### src/rtl/core/erc_pkg.sv
// Shared constants and types for the exact rational comparator.
package erc_pkg;

    localparam int MAG_WIDTH_DEF = 128;
    localparam int HALF_WIDTH    = 64;

    localparam logic signed [1:0] ORDER_LT = 2'sb11;
    localparam logic signed [1:0] ORDER_EQ = 2'sb00;
    localparam logic signed [1:0] ORDER_GT = 2'sb01;

    typedef struct packed {
        logic start;
    } t_div_ctl;

    typedef struct packed {
        logic busy;
        logic done;
    } t_div_stat;

endpackage

### src/rtl/core/exact_rational_compare.sv
// Top level: exact sign-magnitude rational comparison by continued fractions.
// Compares a = an/ad with b = bn/bd exactly and returns order -1, 0 or 1 (first smaller,
// equal, first larger). A zero denominator on either side gives zero_denominator = 1 and
// order 0; differing signs decide at once (a zero given with sign 1 counts as below zero).
// Those cases go straight from S_IDLE to S_HOLD. Otherwise each continued-fraction
// round runs two divisions, one per side, on one shared bit-serial divider, and
// the number of rounds depends on the data and is small for values of ordinary size.
// Magnitude bits above MAG_WIDTH are ignored.
// One item is in flight at a time; the result sits in an output register and the next
// item may be accepted while it waits.
module exact_rational_compare #(
    parameter int MAG_WIDTH = erc_pkg::MAG_WIDTH_DEF
) (
    input  logic                    i_clk,
    input  logic                    i_rst_n,
    input  logic                    i_in_valid,
    output logic                    o_in_ready,
    input  logic                    i_a_negative,
    input  logic [63:0]             i_a_num_lo,
    input  logic [63:0]             i_a_num_hi,
    input  logic [63:0]             i_a_den_lo,
    input  logic [63:0]             i_a_den_hi,
    input  logic                    i_b_negative,
    input  logic [63:0]             i_b_num_lo,
    input  logic [63:0]             i_b_num_hi,
    input  logic [63:0]             i_b_den_lo,
    input  logic [63:0]             i_b_den_hi,
    output logic                    o_out_valid,
    input  logic                    i_out_ready,
    output logic signed [1:0]       o_order,
    output logic                    o_zero_denominator
);

    localparam int FullW = 2 * erc_pkg::HALF_WIDTH;

    typedef enum logic [6:0] {
        S_IDLE    = 7'b0000001,
        S_START_A = 7'b0000010,
        S_DIV_A   = 7'b0000100,
        S_START_B = 7'b0001000,
        S_DIV_B   = 7'b0010000,
        S_EVAL    = 7'b0100000,
        S_HOLD    = 7'b1000000
    } t_state;

    t_state r_state, n_state;

    logic [MAG_WIDTH-1:0] r_a_num, n_a_num, r_a_den, n_a_den;
    logic [MAG_WIDTH-1:0] r_b_num, n_b_num, r_b_den, n_b_den;
    logic [MAG_WIDTH-1:0] r_qa, n_qa, r_ra, n_ra;
    logic                 r_dir, n_dir;
    logic signed [1:0]    r_res_order, n_res_order;
    logic                 r_res_zd, n_res_zd;
    logic                 r_out_valid, n_out_valid;
    logic signed [1:0]    r_order, n_order;
    logic                 r_zd, n_zd;

    logic [FullW-1:0]     a_num_full, a_den_full, b_num_full, b_den_full;
    logic [MAG_WIDTH-1:0] in_a_num, in_a_den, in_b_num, in_b_den;

    erc_pkg::t_div_ctl    div_ctl;
    erc_pkg::t_div_stat   div_stat;
    logic [MAG_WIDTH-1:0] div_num, div_den, div_quo, div_rem;

    logic                 ra_zero, rb_zero, q_lt;

    assign a_num_full = {i_a_num_hi, i_a_num_lo};
    assign a_den_full = {i_a_den_hi, i_a_den_lo};
    assign b_num_full = {i_b_num_hi, i_b_num_lo};
    assign b_den_full = {i_b_den_hi, i_b_den_lo};
    assign in_a_num   = a_num_full[MAG_WIDTH-1:0];
    assign in_a_den   = a_den_full[MAG_WIDTH-1:0];
    assign in_b_num   = b_num_full[MAG_WIDTH-1:0];
    assign in_b_den   = b_den_full[MAG_WIDTH-1:0];

    assign div_ctl.start = (r_state == S_START_A) || (r_state == S_START_B);
    assign div_num       = (r_state == S_START_A) ? r_a_num : r_b_num;
    assign div_den       = (r_state == S_START_A) ? r_a_den : r_b_den;

    erc_div #(
        .MAG_WIDTH (MAG_WIDTH)
    ) u_div (
        .i_clk   (i_clk),
        .i_rst_n (i_rst_n),
        .i_ctl   (div_ctl),
        .i_num   (div_num),
        .i_den   (div_den),
        .o_stat  (div_stat),
        .o_quo   (div_quo),
        .o_rem   (div_rem)
    );

    assign ra_zero = (r_ra == '0);
    assign rb_zero = (div_rem == '0);
    assign q_lt    = (r_qa < div_quo);

    always_comb begin
        n_state     = r_state;
        n_a_num     = r_a_num;
        n_a_den     = r_a_den;
        n_b_num     = r_b_num;
        n_b_den     = r_b_den;
        n_qa        = r_qa;
        n_ra        = r_ra;
        n_dir       = r_dir;
        n_res_order = r_res_order;
        n_res_zd    = r_res_zd;
        n_out_valid = r_out_valid;
        n_order     = r_order;
        n_zd        = r_zd;

        if (r_out_valid && i_out_ready) begin
            n_out_valid = 1'b0;
        end

        case (r_state)
            S_IDLE: begin
                if (i_in_valid) begin
                    n_a_num  = in_a_num;
                    n_a_den  = in_a_den;
                    n_b_num  = in_b_num;
                    n_b_den  = in_b_den;
                    n_dir    = i_a_negative;
                    n_res_zd = 1'b0;
                    if (in_a_den == '0 || in_b_den == '0) begin
                        n_res_order = erc_pkg::ORDER_EQ;
                        n_res_zd    = 1'b1;
                        n_state     = S_HOLD;
                    end else if (i_a_negative != i_b_negative) begin
                        n_res_order = i_a_negative ? erc_pkg::ORDER_LT : erc_pkg::ORDER_GT;
                        n_state     = S_HOLD;
                    end else begin
                        n_state = S_START_A;
                    end
                end
            end
            S_START_A: n_state = S_DIV_A;
            S_DIV_A: begin
                if (div_stat.done) begin
                    n_qa    = div_quo;
                    n_ra    = div_rem;
                    n_state = S_START_B;
                end
            end
            S_START_B: n_state = S_DIV_B;
            S_DIV_B: begin
                if (div_stat.done) begin
                    n_state = S_EVAL;
                end
            end
            S_EVAL: begin
                // direction flips the sense of every other partial quotient
                if (r_qa != div_quo) begin
                    n_res_order = (q_lt ^ r_dir) ? erc_pkg::ORDER_LT : erc_pkg::ORDER_GT;
                    n_state     = S_HOLD;
                end else if (ra_zero || rb_zero) begin
                    if (ra_zero && rb_zero) begin
                        n_res_order = erc_pkg::ORDER_EQ;
                    end else begin
                        n_res_order = (ra_zero ^ r_dir) ? erc_pkg::ORDER_LT
                                                        : erc_pkg::ORDER_GT;
                    end
                    n_state = S_HOLD;
                end else begin
                    n_a_num = r_a_den;
                    n_a_den = r_ra;
                    n_b_num = r_b_den;
                    n_b_den = div_rem;
                    n_dir   = ~r_dir;
                    n_state = S_START_A;
                end
            end
            S_HOLD: begin
                if (!r_out_valid || i_out_ready) begin
                    n_out_valid = 1'b1;
                    n_order     = r_res_order;
                    n_zd        = r_res_zd;
                    n_state     = S_IDLE;
                end
            end
            default: n_state = S_IDLE;
        endcase
    end

    always_ff @(posedge i_clk) begin
        if (!i_rst_n) begin
            r_state     <= S_IDLE;
            r_out_valid <= 1'b0;
        end else begin
            r_state     <= n_state;
            r_out_valid <= n_out_valid;
        end
        r_a_num     <= n_a_num;
        r_a_den     <= n_a_den;
        r_b_num     <= n_b_num;
        r_b_den     <= n_b_den;
        r_qa        <= n_qa;
        r_ra        <= n_ra;
        r_dir       <= n_dir;
        r_res_order <= n_res_order;
        r_res_zd    <= n_res_zd;
        r_order     <= n_order;
        r_zd        <= n_zd;
    end

    assign o_in_ready         = (r_state == S_IDLE);
    assign o_out_valid        = r_out_valid;
    assign o_order            = r_order;
    assign o_zero_denominator = r_zd;

`ifndef SYNTH
    a_start_idle_div: assert property (@(posedge i_clk) disable iff (!i_rst_n)
        div_ctl.start |-> !div_stat.busy)
        else $error("divider restarted while busy");

    a_done_in_wait: assert property (@(posedge i_clk) disable iff (!i_rst_n)
        div_stat.done |-> (r_state == S_DIV_A || r_state == S_DIV_B))
        else $error("divider finished outside a wait state");

    a_zd_order: assert property (@(posedge i_clk) disable iff (!i_rst_n)
        (r_state == S_HOLD && r_res_zd) |-> (r_res_order == erc_pkg::ORDER_EQ))
        else $error("zero denominator with nonzero order");

    a_no_bad_order: assert property (@(posedge i_clk) disable iff (!i_rst_n)
        $rose(r_out_valid) |-> (r_order != 2'sb10) && $past(r_state == S_HOLD))
        else $error("result not loaded from hold state");
`endif

endmodule

### src/rtl/core/erc_div.sv
// Bit-serial restoring divider, one quotient bit per cycle.
module erc_div #(
    parameter int MAG_WIDTH = erc_pkg::MAG_WIDTH_DEF
) (
    input  logic                  i_clk,
    input  logic                  i_rst_n,
    input  erc_pkg::t_div_ctl     i_ctl,
    input  logic [MAG_WIDTH-1:0]  i_num,
    input  logic [MAG_WIDTH-1:0]  i_den,
    output erc_pkg::t_div_stat    o_stat,
    output logic [MAG_WIDTH-1:0]  o_quo,
    output logic [MAG_WIDTH-1:0]  o_rem
);

    localparam int CntW = $clog2(MAG_WIDTH + 1);

    logic [CntW-1:0]      r_cnt,  n_cnt;
    logic                 r_done, n_done;
    logic [MAG_WIDTH-1:0] r_rem,  n_rem;
    logic [MAG_WIDTH-1:0] r_quo,  n_quo;   // numerator bits out, quotient bits in
    logic [MAG_WIDTH-1:0] r_den,  n_den;

    logic [MAG_WIDTH:0]   rem_sh;
    logic [MAG_WIDTH+1:0] diff;
    logic                 fits;

    // shifted remainder keeps the carry bit so divisors near full range work
    assign rem_sh = {r_rem, r_quo[MAG_WIDTH-1]};
    assign diff   = {1'b0, rem_sh} - {2'b00, r_den};
    assign fits   = ~diff[MAG_WIDTH+1];

    always_comb begin
        n_cnt  = r_cnt;
        n_done = 1'b0;
        n_rem  = r_rem;
        n_quo  = r_quo;
        n_den  = r_den;
        if (i_ctl.start) begin
            n_cnt = CntW'(MAG_WIDTH);
            n_rem = '0;
            n_quo = i_num;
            n_den = i_den;
        end else if (r_cnt != '0) begin
            n_cnt = r_cnt - CntW'(1);
            n_rem = fits ? diff[MAG_WIDTH-1:0] : rem_sh[MAG_WIDTH-1:0];
            n_quo = {r_quo[MAG_WIDTH-2:0], fits};
            if (r_cnt == CntW'(1)) begin
                n_done = 1'b1;
            end
        end
    end

    always_ff @(posedge i_clk) begin
        if (!i_rst_n) begin
            r_cnt  <= '0;
            r_done <= 1'b0;
        end else begin
            r_cnt  <= n_cnt;
            r_done <= n_done;
        end
        r_rem <= n_rem;
        r_quo <= n_quo;
        r_den <= n_den;
    end

    assign o_stat.busy = (r_cnt != '0);
    assign o_stat.done = r_done;
    assign o_quo       = r_quo;
    assign o_rem       = r_rem;

endmodule
### config.mk
export PLATFORM = sky130hd
export DESIGN_NAME = exact_rational_compare
export DESIGN_NICKNAME = d
export VERILOG_FILES = /design/src/rtl/core/erc_pkg.sv /design/src/rtl/core/exact_rational_compare.sv /design/src/rtl/core/erc_div.sv
export SDC_FILE = /design/constraint.sdc
export NUM_CORES = 2
export LEC_CHECK = 0
export ABC_AREA = 1
export ABC_CLOCK_PERIOD_IN_PS = 81400
export BUFFER_PORTS_ARGS = -buffer_cell sky130_fd_sc_hd__buf_2
export CAP_MARGIN = 20
export CORE_UTILIZATION = 55
export CTS_BUF_LIST = sky130_fd_sc_hd__clkbuf_8
export DETAILED_ROUTE_END_ITERATION = 6
export GPL_TIMING_DRIVEN = 0
export HOLD_SLACK_MARGIN = 0.08
export MAX_ROUTING_LAYER = met4
export PLACE_DENSITY = 0.74
export SYNTH_ARGS = -nofsm -noshare
export SYNTH_HDL_FRONTEND = slang
export SYNTH_HIERARCHICAL = 1
export SYNTH_SLANG_ARGS = --single-unit
export TNS_END_PERCENT = 1
### constraint.sdc
create_clock -name i_clk -period 81.4 [get_ports i_clk]
set_input_delay 8.14 -clock i_clk [delete_from_list [all_inputs] [get_ports i_clk]]
set_output_delay 8.14 -clock i_clk [all_outputs]
set_load 0.1 [all_outputs]
==> flow_summary_export.csv <==
group,metric,value,unit
status,status,"finished, final reports clean",
die,core_area,123500,µm²
pwr,power_density,33.71,nW/µm²
layout,stdcell_count,11540,
logic_synthesis,yosysMostFrequentCell,"nand2_1",
logic_synthesis,synth-edff-count,1031,
logic_synthesis,synthArstFlopShare,0,
worst_hold_path,hold_path_class,"reg2reg",
global_routing,grt_overflow,0,
logic_synthesis,synthTopCellsByArea,"edfxtp_1 (45%), nand2_1 (20%), inv_1 (8.7%)",
timing,max_slew.worst_pin.slew,1.147,ns
drt,drt_iter0_markers,8911,
clock_tree,cts_root_buffer,"clkbuf_8",
critical_path,worst_path_largest_cell_delay,0.46,ns
critical_path,slowest_stage,"buf_2",
logic_synthesis,ys_ff_latch,1176,
drt,wirelength,264000,µm
logic_synthesis,synth_commonest_cells,"nand2_1 (3615), inv_1 (1579), edfxtp_1 (1031), o21ai_0 (500), nor2_1 (458)",
logic_synthesis,seq_area_frac_synth,0.4952,
die,rows,129,
drt,first_pass_iters,7,
die,start_util,0.5538,
layout,nets,10490,
clock_tree,clock_latency,0.98,ns
layout,fill_cells,10530,
drt,met3_length,26910,µm
timing,rsz0062_at_grt,"no",
place,portBuffers,522,
critical_path,worst_setup_path_start_kind,"flip-flop",
layout,drive_above_1_share,0.1018,
timing,timing.final.crit_share,0.1313,
clock_tree,cts_max_level,4,
global_routing,grt_start_max_net_pins,63,
critical_path,crit_buf_inv,2,
clock_tree,ctsResizeCount,0,
critical_path,crit_required,73.26,ns
critical_path,path_cells,"nor3_2, nand4_1, inv_1, buf_2",
clock_tree,clk_pin_slew,0.06,ns
critical_path,critPathArrivalTime,2.55,ns
logic_synthesis,synth-warning-count,6,
drt,top_layer,"met4",
pwr,ir_worst_vdd,0.02332,mV
timing,relSlewSlack,0.2353,
drt,wl_met1,106000,µm
timing,post-route-min-period,10.69,ns
place,gp_congestion,1.065,
critical_path,path_max_fanout,5,
global_routing,grt_pass1_wl,376600,µm
critical_path,critical_path.top_delay_family,"buffers and inverters",
global_routing,grt_pass1_vias,60700,
drt,drc,0,
timing,skew,0.06137,ns
logic_synthesis,synth.top_cell.area_share,0.4528,
drt,wl_per_cell,22.87,µm
drt,avgViaCountPerCell,5.535,
logic_synthesis,synth_area_per_cell,7.629,µm²
critical_path,end_kind,"output pin",
clock_tree,postCtsSetupRepairBufs,0,
place,dp.cells,11160,
drt,vias,63900,
clock_tree,cts.sinks,1176,
logic_synthesis,yosysTopAreaCell,"edfxtp_1",
critical_path,path_class,"reg2out",
logic_synthesis,synth-main-ff-cell,"edfxtp_1",
global_routing,antenna_found_initial,21,
logic_synthesis,synthesis.instances,8963,
clock_tree,cts_buffers,189,
timing,fin_setup_tns,0,ns
timing,setup_viol,0,
drt,postRouteAntennaNets,0,
die,num_io_pins,523,
flow_run,drv_cap,0,
die,die_x,354.6,µm
logic_synthesis,synth_area,68380,µm²
global_routing,track_usage,0.4245,
logic_synthesis,yosys.cell_types.count,45,
clock_tree,clockBufferDepth,3,
die,die-area,125700,µm²
layout,syn2layout_area_growth,13.33,%
timing,final_max_slew_viol_count,0,
die,die_h,354.6,µm
pwr,leakagePower,39.21,nW
logic_synthesis,synth.net_count,9740,
timing,max_freq,0.09356,GHz
clock_tree,ctsHoldBuffers,0,
clock_tree,cts_tree,"built",
drt,dr_wl_met2,118000,µm
timing,hold_violations,0,
place,hpwl,212800,µm
## metrics by stage
stage	util	worst slack (ns)	instance area (µm²)	hold slack [ns]	power, W
3_3_place_gp	0.5915	20.62	73040	0.4069	0.002148
5_1_grt	0.6274	70.57	77460	0.4362	0.002754
4_1_cts	0.6270	70.67	77420	0.4197	0.002576
6_report	0.6276	70.71	77490	0.4297	0.002612
2_1_floorplan	-	34.12	68380	0.4003	0.001715
3_5_place_dp	0.5981	69.94	73850	0.4056	0.002088
## registers in the layout, summed over array words and instances, names as in the netlist
register / count
r_state: 7
r_b_num: 128
u_div/r_den: 128
r_res_zd: 1
r_res_order: 2
o_zero_denominator: 1
o_out_valid: 1
r_ra: 128
u_div/r_done: 1
o_order: 2
r_b_den: 128
u_div/r_cnt: 8
r_a_den: 128
r_a_num: 128
r_qa: 128
r_dir: 1
u_div/o_quo: 128
u_div/o_rem: 128
## cell families after synthesis
kind of cell,share of synthesized area
AO/OA/AOI/OAI,0.06165
buffers and inverters,0.1071
XOR/XNOR,0.008454
flip-flops,0.4952
AND/OR/NAND/NOR,0.2801
adder cells (fa/ha/maj),0.04750
## layer usage
| metal | up-vias | GRT usage |
|---|---|---|
| li1 | 29750 | - |
| met1 | 29770 | 0.5493 |
| met2 | 3805 | 0.6488 |
| met3 | 579 | 0.08293 |
| met4 | 0 | 0.1869 |
| met5 | - | - |
## layout make-up
type,count,area (µm²),area share
inverters,1619,6077,0.07842
clock inverters,152,772.0,0.009962
clock buffers,203,2794,0.03605
repair buffers,558,3386,0.04369
well taps,1637,2048,0.02643
flip-flops and latches,1176,33860,0.4370
plain buffers,267,1254,0.01618
multi-input cells,5901,27220,0.3513
diodes,30,75.07,0.0009688
## report_power, final
part / switching, W / total [W] / leakage, nW / internal (W)
sequential: 0.0000988 / 0.000927 / 10.9 / 0.000828
clock: 0.000251 / 0.000490 / 2.10 / 0.000239
combinational: 0.000841 / 0.00120 / 26.2 / 0.000354
## path summary, 6_finish.rpt
| kind | startpoint | endpoint | slack [ns] | cells after the start |
|---|---|---|---|---|
| setup / recovery | r_state[6] | o_in_ready | 70.71 | 4 |
| hold / removal | r_res_order[1] | o_order[1] | 0.43 | 0 |
| setup reg to reg | u_div/o_quo[5] | r_a_den[117] | 75.57 | 18 |
| hold reg to reg | r_res_order[1] | o_order[1] | 0.43 | 0 |
## placed cells by master (no fill, tap or decap), types with 38 or more instances in the layout
cell and count:
a21oi_1 182, buf_2 614, clkbuf_1 131, clkbuf_8 203
clkinv_1 38, dfxtp_1 145, edfxtp_1 1031, ha_1 258
inv_1 1654, inv_2 38, nand2_1 3614, nand3_1 366
nand3b_1 72, nand4_1 105, nor2_1 456, nor3_1 52
o21ai_0 500, o21ai_1 108, xnor2_1 63
Note: power is estimated with default switching activity, not from simulation.
